[config.mk]
export PLATFORM = sky130hd
export DESIGN_NAME = modular_exponentiation_flat
export DESIGN_NICKNAME = d
export VERILOG_FILES = /design/src/rtl/core/mexp_pkg.sv /design/src/rtl/core/mexp_if.sv /design/src/rtl/core/modular_exponentiation.sv /design/src/rtl/core/mexp_mulmod.sv /design/src/flat_wrapper.sv
export SDC_FILE = /design/constraint.sdc
export NUM_CORES = 1
export LEC_CHECK = 0
export ABC_CLOCK_PERIOD_IN_PS = 8100
export BUFFER_PORTS_ARGS = -buffer_cell sky130_fd_sc_hd__clkbuf_2
export CELL_PAD_IN_SITES_DETAIL_PLACEMENT = 1
export CELL_PAD_IN_SITES_GLOBAL_PLACEMENT = 1
export CORE_MARGIN = 2
export CORE_UTILIZATION = 35
export DETAILED_ROUTE_END_ITERATION = 7
export GPL_ROUTABILITY_DRIVEN = 0
export HOLD_SLACK_MARGIN = 0.02
export PLACE_DENSITY = 0.63
export SETUP_SLACK_MARGIN = 0.1
export SLEW_MARGIN = 10
export SYNTH_ARGS = -nofsm -noshare
export SYNTH_HDL_FRONTEND = slang
export SYNTH_SLANG_ARGS = --single-unit
export TNS_END_PERCENT = 30
[constraint.sdc]
create_clock -name clk -period 8.1 [get_ports clk]
set_input_delay 0.81 -clock clk [delete_from_list [all_inputs] [get_ports clk]]
set_output_delay 0.81 -clock clk [all_outputs]
set_load 0.01 [all_outputs]
[src/rtl/core/mexp_pkg.sv]
// shared constants and types for the modular exponentiation block
package mexp_pkg;

    localparam int FIELD_BITS     = 32;
    localparam int CFG_DATA_BITS  = 32;
    localparam int CFG_INDEX_BITS = 1;

    localparam logic [CFG_INDEX_BITS-1:0] REG_EXPONENT = 1'b0;
    localparam logic [CFG_INDEX_BITS-1:0] REG_MODULUS  = 1'b1;

    localparam logic [CFG_DATA_BITS-1:0] EXPONENT_RESET = 32'd1;
    localparam logic [CFG_DATA_BITS-1:0] MODULUS_RESET  = 32'd3233;

    typedef struct packed {
        logic busy;
        logic done;
    } mul_status_t;

endpackage

[src/rtl/core/mexp_if.sv]
// valid/ready channel interfaces for base values and results
interface mexp_in_if;
    logic                             valid;
    logic                             ready;
    logic [mexp_pkg::FIELD_BITS-1:0]  base_value;

    modport source (output valid, output base_value, input ready);
    modport sink   (input valid, input base_value, output ready);
endinterface

interface mexp_out_if;
    logic                             valid;
    logic                             ready;
    logic [mexp_pkg::FIELD_BITS-1:0]  power_result;
    logic                             base_too_large;

    modport source (output valid, output power_result, output base_too_large, input ready);
    modport sink   (input valid, input power_result, input base_too_large, output ready);
endinterface

[src/rtl/core/modular_exponentiation.sv]
// modular exponentiation top level, right-to-left square and multiply
//
//   channel      dir   handshake        payload
//   base_in      in    valid/ready      base_value[31:0]
//   result_out   out   valid/ready      power_result[31:0], base_too_large
//   cfg          in    cfg_we           cfg_index[0], cfg_data[31:0]
//
// one item: the base is first reduced mod m, then each exponent bit takes a check
// state, a multiply for a set bit and a square (none after the top bit); each
// reduction, multiply and square runs on the bit-serial multiplier
// modulus below 2 returns 0 without using the multiplier, zero exponent returns 1
// reset loads exponent 1 and modulus 3233, no clearing pass
// base_in is ready only when idle; one finished result waits in the output register
module modular_exponentiation #(
    parameter int OPERAND_BITS = 32
) (
    input  logic                                      clk,
    input  logic                                      rst_n,
    input  logic                                      cfg_we,
    input  logic [mexp_pkg::CFG_INDEX_BITS-1:0]       cfg_index,
    input  logic [mexp_pkg::CFG_DATA_BITS-1:0]        cfg_data,
    mexp_in_if.sink                                   base_in,
    mexp_out_if.source                                result_out
);

    localparam int W = OPERAND_BITS;

    typedef enum logic [2:0] {
        ST_IDLE,
        ST_REDUCE,
        ST_CHECK,
        ST_MULT,
        ST_SQUARE,
        ST_DONE
    } state_t;

    state_t state_reg;

    logic [mexp_pkg::CFG_DATA_BITS-1:0] exponent_reg;
    logic [mexp_pkg::CFG_DATA_BITS-1:0] modulus_reg;

    logic [W-1:0] exp_reg;
    logic [W-1:0] m_reg;
    logic [W-1:0] acc_reg;
    logic [W-1:0] pw_reg;
    logic         flag_reg;
    logic         mul_start_reg;

    logic                            out_valid_reg;
    logic [mexp_pkg::FIELD_BITS-1:0] out_result_reg;
    logic                            out_flag_reg;

    logic [W-1:0] base_w;
    logic [W-1:0] exp_w;
    logic [W-1:0] mod_w;

    logic [W-1:0] mul_a;
    logic [W-1:0] mul_b;
    logic [W-1:0] mul_result;
    mexp_pkg::mul_status_t mul_status;

    assign base_w = base_in.base_value[W-1:0];
    assign exp_w  = exponent_reg[W-1:0];
    assign mod_w  = modulus_reg[W-1:0];

    always_comb
    begin
        case (state_reg)
            ST_MULT:
            begin
                mul_a = acc_reg;
                mul_b = pw_reg;
            end
            ST_SQUARE:
            begin
                mul_a = pw_reg;
                mul_b = pw_reg;
            end
            default:
            begin
                mul_a = W'(1);
                mul_b = pw_reg;
            end
        endcase
    end

    mexp_mulmod #(
        .OPERAND_BITS (W)
    ) u_mulmod (
        .clk    (clk),
        .rst_n  (rst_n),
        .start  (mul_start_reg),
        .a      (mul_a),
        .b      (mul_b),
        .m      (m_reg),
        .result (mul_result),
        .status (mul_status)
    );

    // configuration writes
    always_ff @(posedge clk or negedge rst_n)
    begin
        if (!rst_n)
        begin
            exponent_reg <= mexp_pkg::EXPONENT_RESET;
            modulus_reg  <= mexp_pkg::MODULUS_RESET;
        end
        else if (cfg_we)
        begin
            case (cfg_index)
                mexp_pkg::REG_EXPONENT: exponent_reg <= cfg_data;
                mexp_pkg::REG_MODULUS:  modulus_reg  <= cfg_data;
                default:                ;
            endcase
        end
    end

    always_ff @(posedge clk or negedge rst_n)
    begin
        if (!rst_n)
        begin
            state_reg     <= ST_IDLE;
            mul_start_reg <= 1'b0;
            out_valid_reg <= 1'b0;
        end
        else
        begin
            mul_start_reg <= 1'b0;
            if (result_out.ready)
            begin
                out_valid_reg <= 1'b0;
            end
            case (state_reg)
                ST_IDLE:
                begin
                    if (base_in.valid)
                    begin
                        m_reg    <= mod_w;
                        exp_reg  <= exp_w;
                        pw_reg   <= base_w;
                        flag_reg <= (base_w >= mod_w);
                        if (mod_w < W'(2))
                        begin
                            acc_reg   <= '0;
                            state_reg <= ST_DONE;
                        end
                        else
                        begin
                            acc_reg       <= W'(1);
                            mul_start_reg <= 1'b1;
                            state_reg     <= ST_REDUCE;
                        end
                    end
                end
                ST_REDUCE:
                begin
                    if (mul_status.done)
                    begin
                        pw_reg    <= mul_result;
                        state_reg <= ST_CHECK;
                    end
                end
                ST_CHECK:
                begin
                    if (exp_reg == '0)
                    begin
                        state_reg <= ST_DONE;
                    end
                    else if (exp_reg[0])
                    begin
                        mul_start_reg <= 1'b1;
                        state_reg     <= ST_MULT;
                    end
                    else
                    begin
                        mul_start_reg <= 1'b1;
                        state_reg     <= ST_SQUARE;
                    end
                end
                ST_MULT:
                begin
                    if (mul_status.done)
                    begin
                        acc_reg <= mul_result;
                        // last exponent bit: the final square is not needed
                        if ((exp_reg >> 1) == '0)
                        begin
                            exp_reg   <= '0;
                            state_reg <= ST_CHECK;
                        end
                        else
                        begin
                            mul_start_reg <= 1'b1;
                            state_reg     <= ST_SQUARE;
                        end
                    end
                end
                ST_SQUARE:
                begin
                    if (mul_status.done)
                    begin
                        pw_reg    <= mul_result;
                        exp_reg   <= exp_reg >> 1;
                        state_reg <= ST_CHECK;
                    end
                end
                ST_DONE:
                begin
                    if (!out_valid_reg || result_out.ready)
                    begin
                        out_valid_reg  <= 1'b1;
                        out_result_reg <= mexp_pkg::FIELD_BITS'(acc_reg);
                        out_flag_reg   <= flag_reg;
                        state_reg      <= ST_IDLE;
                    end
                end
                default:
                begin
                    state_reg <= ST_IDLE;
                end
            endcase
        end
    end

    assign base_in.ready             = (state_reg == ST_IDLE);
    assign result_out.valid          = out_valid_reg;
    assign result_out.power_result   = out_result_reg;
    assign result_out.base_too_large = out_flag_reg;

    // no new item while the multiplier is running
    assert property (@(posedge clk) disable iff (!rst_n)
        base_in.ready |-> !mul_status.busy)
        else $error("input ready while multiplier busy");

    // multiplier is only started when it is free
    assert property (@(posedge clk) disable iff (!rst_n)
        mul_start_reg |-> !mul_status.busy)
        else $error("multiplier started while busy");

    // running product always reduced
    assert property (@(posedge clk) disable iff (!rst_n)
        (state_reg != ST_IDLE && m_reg >= W'(2)) |-> (acc_reg < m_reg))
        else $error("accumulator not below modulus");

    // a result appears only on leaving the done state
    assert property (@(posedge clk) disable iff (!rst_n)
        $rose(result_out.valid) |-> $past(state_reg == ST_DONE))
        else $error("result valid without finished item");

endmodule

[src/rtl/core/mexp_mulmod.sv]
// bit-serial interleaved modular multiplier, one multiplier bit per cycle
module mexp_mulmod #(
    parameter int OPERAND_BITS = 32
) (
    input  logic                      clk,
    input  logic                      rst_n,
    input  logic                      start,
    input  logic [OPERAND_BITS-1:0]   a,
    input  logic [OPERAND_BITS-1:0]   b,
    input  logic [OPERAND_BITS-1:0]   m,
    output logic [OPERAND_BITS-1:0]   result,
    output mexp_pkg::mul_status_t     status
);

    localparam int CNT_BITS = $clog2(OPERAND_BITS);
    localparam int WIDE     = OPERAND_BITS + 2;

    logic [OPERAND_BITS-1:0] b_reg;
    logic [OPERAND_BITS-1:0] r_reg;
    logic [OPERAND_BITS-1:0] r_next;
    logic [CNT_BITS-1:0]     cnt_reg;
    logic                    busy_reg;
    logic                    done_reg;

    logic [WIDE-1:0] sum;
    logic [WIDE-1:0] m_once;
    logic [WIDE-1:0] m_twice;

    // r = (2r + bit*a) mod m, sum stays below 3m since r, a < m
    always_comb
    begin
        m_once  = {2'b00, m};
        m_twice = {1'b0, m, 1'b0};
        sum     = {1'b0, r_reg, 1'b0} + (b_reg[OPERAND_BITS-1] ? {2'b00, a} : '0);
        if (sum >= m_twice)
        begin
            r_next = OPERAND_BITS'(sum - m_twice);
        end
        else if (sum >= m_once)
        begin
            r_next = OPERAND_BITS'(sum - m_once);
        end
        else
        begin
            r_next = OPERAND_BITS'(sum);
        end
    end

    always_ff @(posedge clk or negedge rst_n)
    begin
        if (!rst_n)
        begin
            busy_reg <= 1'b0;
            done_reg <= 1'b0;
            cnt_reg  <= '0;
        end
        else
        begin
            done_reg <= 1'b0;
            if (start)
            begin
                b_reg    <= b;
                r_reg    <= '0;
                cnt_reg  <= '0;
                busy_reg <= 1'b1;
            end
            else if (busy_reg)
            begin
                r_reg   <= r_next;
                b_reg   <= b_reg << 1;
                cnt_reg <= cnt_reg + 1'b1;
                if (cnt_reg == CNT_BITS'(OPERAND_BITS - 1))
                begin
                    busy_reg <= 1'b0;
                    done_reg <= 1'b1;
                end
            end
        end
    end

    assign result      = r_reg;
    assign status.busy = busy_reg;
    assign status.done = done_reg;

endmodule
[src/flat_wrapper.sv]
// flat-port wrapper written by rule: the top's interface ports become plain ports
module modular_exponentiation_flat 
#(
    parameter int OPERAND_BITS = 32
)
  (clk, rst_n, cfg_we, cfg_index, cfg_data, base_in_valid, base_in_base_value, base_in_ready, result_out_valid, result_out_power_result, result_out_base_too_large, result_out_ready);
  mexp_in_if base_in_i ();
  mexp_out_if result_out_i ();
  input  logic clk;
  input  logic rst_n;
  input  logic cfg_we;
  input  logic [mexp_pkg::CFG_INDEX_BITS-1:0] cfg_index;
  input  logic [mexp_pkg::CFG_DATA_BITS-1:0] cfg_data;
  input wire logic [$bits(base_in_i.valid)-1:0] base_in_valid;
  input wire logic [$bits(base_in_i.base_value)-1:0] base_in_base_value;
  output wire logic [$bits(base_in_i.ready)-1:0] base_in_ready;
  output wire logic [$bits(result_out_i.valid)-1:0] result_out_valid;
  output wire logic [$bits(result_out_i.power_result)-1:0] result_out_power_result;
  output wire logic [$bits(result_out_i.base_too_large)-1:0] result_out_base_too_large;
  input wire logic [$bits(result_out_i.ready)-1:0] result_out_ready;
  assign base_in_i.valid = base_in_valid;
  assign base_in_i.base_value = base_in_base_value;
  assign base_in_ready = base_in_i.ready;
  assign result_out_valid = result_out_i.valid;
  assign result_out_power_result = result_out_i.power_result;
  assign result_out_base_too_large = result_out_i.base_too_large;
  assign result_out_i.ready = result_out_ready;
  modular_exponentiation #(.OPERAND_BITS(OPERAND_BITS)) u_core (.clk(clk), .rst_n(rst_n), .cfg_we(cfg_we), .cfg_index(cfg_index), .cfg_data(cfg_data), .base_in(base_in_i), .result_out(result_out_i));
endmodule
## Word level (Yosys, flattened, before mapping)

Cells that the tools add are included.

- Flip-flop bits (word level): 302
- Input port bits: 70
- Output and inout bits: 35
- Logic and storage cells: 101

- $add $sub $neg: 4
- $lt $le $gt $ge: 4
- Eq/ne operators: 12
- Muxes and demuxes: 44
- Bitwise logic cells: 1
- Reduce and logical (&&, ||, !) cells: 19

Operators with widths:

| kind | count |
|---|---|
| 2-to-1 mux 32 bit | 13 |
| case mux 32 bit (2 select lines) | 3 |
| case mux 32 bit (3 select lines) | 1 |
| zero test 32 bit | 2 |
| subtractor 32 bit | 2 |
| adder 33 x 32 -> 34 bit | 1 |
| greater-or-equal comparator 34 x 32 -> 1 bit | 1 |
| greater-or-equal comparator 34 x 33 -> 1 bit | 1 |
| greater-or-equal comparator 32 bit | 1 |
| less-than comparator 32 x 2 -> 1 bit (second input constant) | 1 |
| 2-to-1 mux 3 bit | 8 |
| 2-to-1 mux 1 bit | 15 |
| case mux 3 bit (5 select lines) | 1 |
| AND reduction 4 bit | 3 |
| 2-to-1 mux 5 bit | 2 |
| == test 3 x 2 -> 1 bit (second input constant) | 2 |
| == test 3 bit (second input constant) | 2 |
| != test 2 x 1 -> 1 bit (second input constant) | 3 |
| != test 2 bit (second input constant) | 3 |
| AND reduction 2 bit | 3 |
| AND reduction 3 bit | 2 |
| AND reduction 6 bit | 1 |
| nonzero test 2 bit | 3 |
| adder 5 x 1 -> 5 bit (second input constant) | 1 |
| 9 further kinds | 9 |

## Longest topological paths before layout

- Word-level depth: 8
- Gate-level depth with buffers: 29
- Mapped depth without buffers: 23

## Modules after synthesis

From an unflattened synthesis, not the netlist that was laid out.

- Cells, all modules: 1,655
- Area total of the unflattened synthesis: 18,512.8 sq um

By module, submodules not included:

| module | instances | cells each | area an instance (sq um) | sequential area each (sq um) |
|---|---|---|---|---|
| modular_exponentiation | 1 | 640 | 9,839.4 | 6,598.8 |
| mexp_mulmod | 1 | 1,015 | 8,673.3 | 2,097.0 |

## Worst setup path after synthesis

OpenSTA, ideal clock, no wires.

- Path kind: flip-flop to flip-flop
- From: register u_core.state_reg[0]
- To: register u_core.u_mulmod.r_reg[25], in the netlist u_core.u_mulmod.result[25], data pin
- Library setup time: 174 ps
- Arrival: 6,123 ps
- Data required time: 7,926 ps
- Path slack: 1,803 ps
- Cell stages (with the launch flop): 28
- Path buffers: 5
- Cells stage by stage: dfrtp_1 > clkbuf_1 > nand2_1 > nor2_1 > clkbuf_1 > buf_1 > a22oi_1 > nor2b_1 > ha_1 > fa_1 > a211oi_2 > o211ai_1 > a2111oi_0 > o31ai_1 > a21oi_1 > xnor2_1 > ha_1 > buf_6 > a21o_1 > a311o_1 > a41oi_2 > o21a_1 > o31ai_1 > a221o_1 > or2_1 > buf_6 > or4_1 > a311oi_1

- Cells in the longest elaborated chain, start to end: 8
- Elaborated cells on any way between the ends: 12

RTL lines:

| item | RTL line | RTL |
|---|---|---|
| from (decl) | modular_exponentiation.sv:37 | `state_t state_reg;` |
| from (signal assigned) | modular_exponentiation.sv:122 | `state_reg <= ST_IDLE;` |
| from (signal assigned) | modular_exponentiation.sv:145 | `state_reg <= ST_DONE;` |
| from (signal assigned) | modular_exponentiation.sv:151 | `state_reg <= ST_REDUCE;` |
| == test 3 bit or == test 3 x 2 -> 1 bit (tied branches) | modular_exponentiation.sv:68 | `case (state_reg)` |
| case mux 32 bit (2 select lines) * | modular_exponentiation.sv:68 |  |
| 2-to-1 mux 32 bit * | mexp_mulmod.sv:34 | `sum = {1'b0, r_reg, 1'b0} + (b_reg[OPERAND_BITS-1] ? {2'b00, a} : '0);` |
| adder 33 x 32 -> 34 bit * | mexp_mulmod.sv:34 |  |
| subtractor 32 bit or greater-or-equal comparator 34 x 32 -> 1 bit (tied branches) | mexp_mulmod.sv:41, mexp_mulmod.sv:39 |  |
| 2-to-1 mux 32 bit | mexp_mulmod.sv:39 | `else if (sum >= m_once)` |
| 2-to-1 mux 32 bit * | mexp_mulmod.sv:35 | `if (sum >= m_twice)` |
| 2-to-1 mux 32 bit * | mexp_mulmod.sv:67 | `else if (busy_reg)` |
| to (signal assigned) | mexp_mulmod.sv:69 | `r_reg <= r_next;` |
| to (decl) | mexp_mulmod.sv:19 | `logic [OPERAND_BITS-1:0] r_reg;` |

Every way passes the cells marked *; elsewhere a longest branch is shown, timed or not.
A chain may end at the register's enable or synchronous reset.

## Worst setup path in the final report

- From: register u_core.state_reg[2]
- To: register u_core.u_mulmod.r_reg[0], in the netlist u_core.u_mulmod.result[0], data pin

Same word-level chain as after synthesis.

==> out/results.ini <==
[global_route]
grt_max_degree=70
antenna_found_initial=0
first_global_vias=15120
overflow=0
track_usage_pct=22.2
grt_pass1_wl_mm=94.5

[synth]
ys_seq_area_share_pct=46.4
synth_area_leader_cell=edfxtp_1
synth.top_cell.area_share_pct=36.2
synth_ff_type=edfxtp_1
synth_seq_cells=302
ys_types=78
synth_top_family_by_area=compound AO/OA/AOI/OAI gates
synthArstFlopShare_pct=25.2
muxShareOfSynthArea_pct=8.21
yosysMostFrequentCell=edfxtp_1
yosys.area_share.simple_pct=11.9
synthCells=1728
yosys_warnings=0
synth_area_sq_um=18700
ys_top_cells_by_count=edfxtp_1, ha_1, mux2_2
synthXorXnorAreaFrac_pct=3.68
syn_nets=1930
syn_area_per_cell_sq_um=10.9
synth_area_leaders=edfxtp_1, dfrtp_1, ha_1
synthAdderAreaFrac_pct=8.93
synth_compound_area_share_pct=17.4
synth_edf_count=226

[finish]
fin_cells=2525
layout-drive-gt1-share_pct=18.5
final_net_count=2015
final_util_pct=40.1
n_antenna_cell=0
syn_to_final_growth_pct=12.7
finalInstanceArea_sq_um=21100
fillers=5834

[place]
port_buffers=104
postPlaceCellArea_sq_um=20000
dp_cells=2464
dpl.hpwl_mm=48.2
dp_slack_ns=-0.0412

[clocking]
cts_buffer_depth=3
cts_buffers=34
cts.sinks=302
clk_latency_ns=0.53
cts-htree-levels=2
cts.clk_slew.worst_paths_ns=0.06
postCtsSetupBuffers=0
holdBufCountCts=0
cts-root-buf=clkbuf_16
cts_tree=built

[route]
drt-total-wl_mm=62.7
drt-initial-drc-count=974
drtAntennaViolNets=0
dr.pass1.iters=5
viasPerCell=5.81
num_vias=14672
post_drt_wl_per_cell_microns=24.8
drc_errors=0

[setup_path]
regToRegStartpoint=u_core.state_reg[2]
worstPathRequired_ns=8.43
arrival_ns=7.81
crit_path_start=u_core.state_reg[2]
r2r_slack_ns=0.62
cp-end-kind=flop
start_kind=flop
path_class=flop to flop
worstPathMaxFanout=49

[sta]
fin_worst_skew_ns=0.0167
setup_ws_ns=0.620
hold_violations=0
grt_setup_unrepaired=no
tns_ns=0
drv_slew=0
layout_min_cycle_time_ns=7.48
setup_viol=0
tightest_slew_ns=1.20
hold-worst-slack_ns=0.404
layout_worst_path_cycle_share_pct=92.3
fmax_mhz=134
slew_headroom_pct=19.8

[floorplanning]
start_util_pct=35.5
top_level_ports=105
core_area_sq_um=52800
die_h_microns=235
rows=84
die-area_sq_um=55400
die_width_microns=235

[run]
cap_violations=0

[power_and_ir_drop]
peakVddDrop_mv=0.236
power_mw=8.79
power.leakage_nw=8.49
p_per_area_nw_per_um2=416

[worst_hold_path]
hp-class=input pin to asynchronous set/reset pin

[run_status]
status=complete, no violations

## area by class of cell
| type | count | area, sq um | share of cell area [%] |
|---|---|---|---|
| inverter | 91 | 342 | 1.62 |
| clock inverter | 11 | 73.8 | 0.349 |
| multi-input combinational | 1260 | 9500 | 45.0 |
| tap | 688 | 861 | 4.07 |
| sequential | 302 | 8700 | 41.2 |
| timing repair buffer | 124 | 677 | 3.20 |
| clock buffer | 49 | 980 | 4.64 |
## cell families after synthesis
group,count (synthesis)
AO/OA/AOI/OAI,466
AND/OR/NAND/NOR,445
flip-flops,302
buffers and inverters,167
multiplexers,138
adder cells (fa/ha/maj),132
XOR/XNOR,78
## per-layer routing
metal / share of wire [%] / global-route usage (%) / vias up
met2: 46 / 36.1 / 360
met4: 4.0 / 8.61 / 0
li1: - / - / 6726
met3: 4.3 / 3.03 / 99
met5: 0 / 0 / -
met1: 45 / 30.0 / 7487
## critical path, cell delays in order, from the launching register on
cell,delay [ns]
dfrtp_1,0.73
nand2b_1,0.23
nor2_4,0.46
buf_6,0.45
a22oi_1,0.17
nor2b_1,0.17
ha_1,0.33
a21oi_1,0.21
o21a_1,0.27
o21ai_0,0.21
and2_1,0.22
a21o_1,0.19
a21oi_1,0.17
xnor2_1,0.16
ha_1,0.45
nand4_1,0.22
nor4_2,0.57
a221oi_1,0.23
o21a_1,0.16
o31ai_1,0.11
a221o_1,0.34
or2_1,0.38
buf_4,0.35
nor2_1,0.08
a311oi_1,0.32
## placed cells by master (no fill, tap or decap), types with 41 or more instances in the layout
cell | synthesis | layout
nor2_1 | 93 | 88
nor2b_1 | 43 | 41
inv_1 | 91 | 91
ha_1 | 129 | 129
a21oi_1 | 107 | 106
mux2_2 | 127 | 127
dfrtp_1 | 70 | 68
a21o_1 | 49 | 49
xnor2_1 | 49 | 49
nand2_1 | 109 | 109
o21ai_0 | 58 | 58
clkbuf_2 | 1 | 103
edfxtp_1 | 226 | 226
and2_1 | 42 | 41
## final timing paths
| kind | end | cells after the start |
|---|---|---|
| max in group asynchronous | u_core.u_mulmod.busy_reg | 2 |
| min in group clk | u_core.result_out.base_too_large | 0 |
| max reg2reg | u_core.u_mulmod.result[0] | 24 |
| min | u_core.exp_w[4] | 1 |
| max | u_core.u_mulmod.result[0] | 24 |
| min reg2reg | u_core.result_out.base_too_large | 0 |
## timing repair
item / 4_1_cts / 5_1_grt
hold endpoints to repair: 0 / 0
pin swaps: 0 / 1
gates cloned: 0 / 1
resized for setup: 2 / 6
endpoints found under the setup margin: 18 / 30
## where the power goes
part	total [mW]	switching (mW)	internal [mW]
clock network	1.50	0.650	0.848
registers	2.19	0.219	1.97
logic	5.10	3.09	2.02
Note: power is estimated with default switching activity, not from simulation.
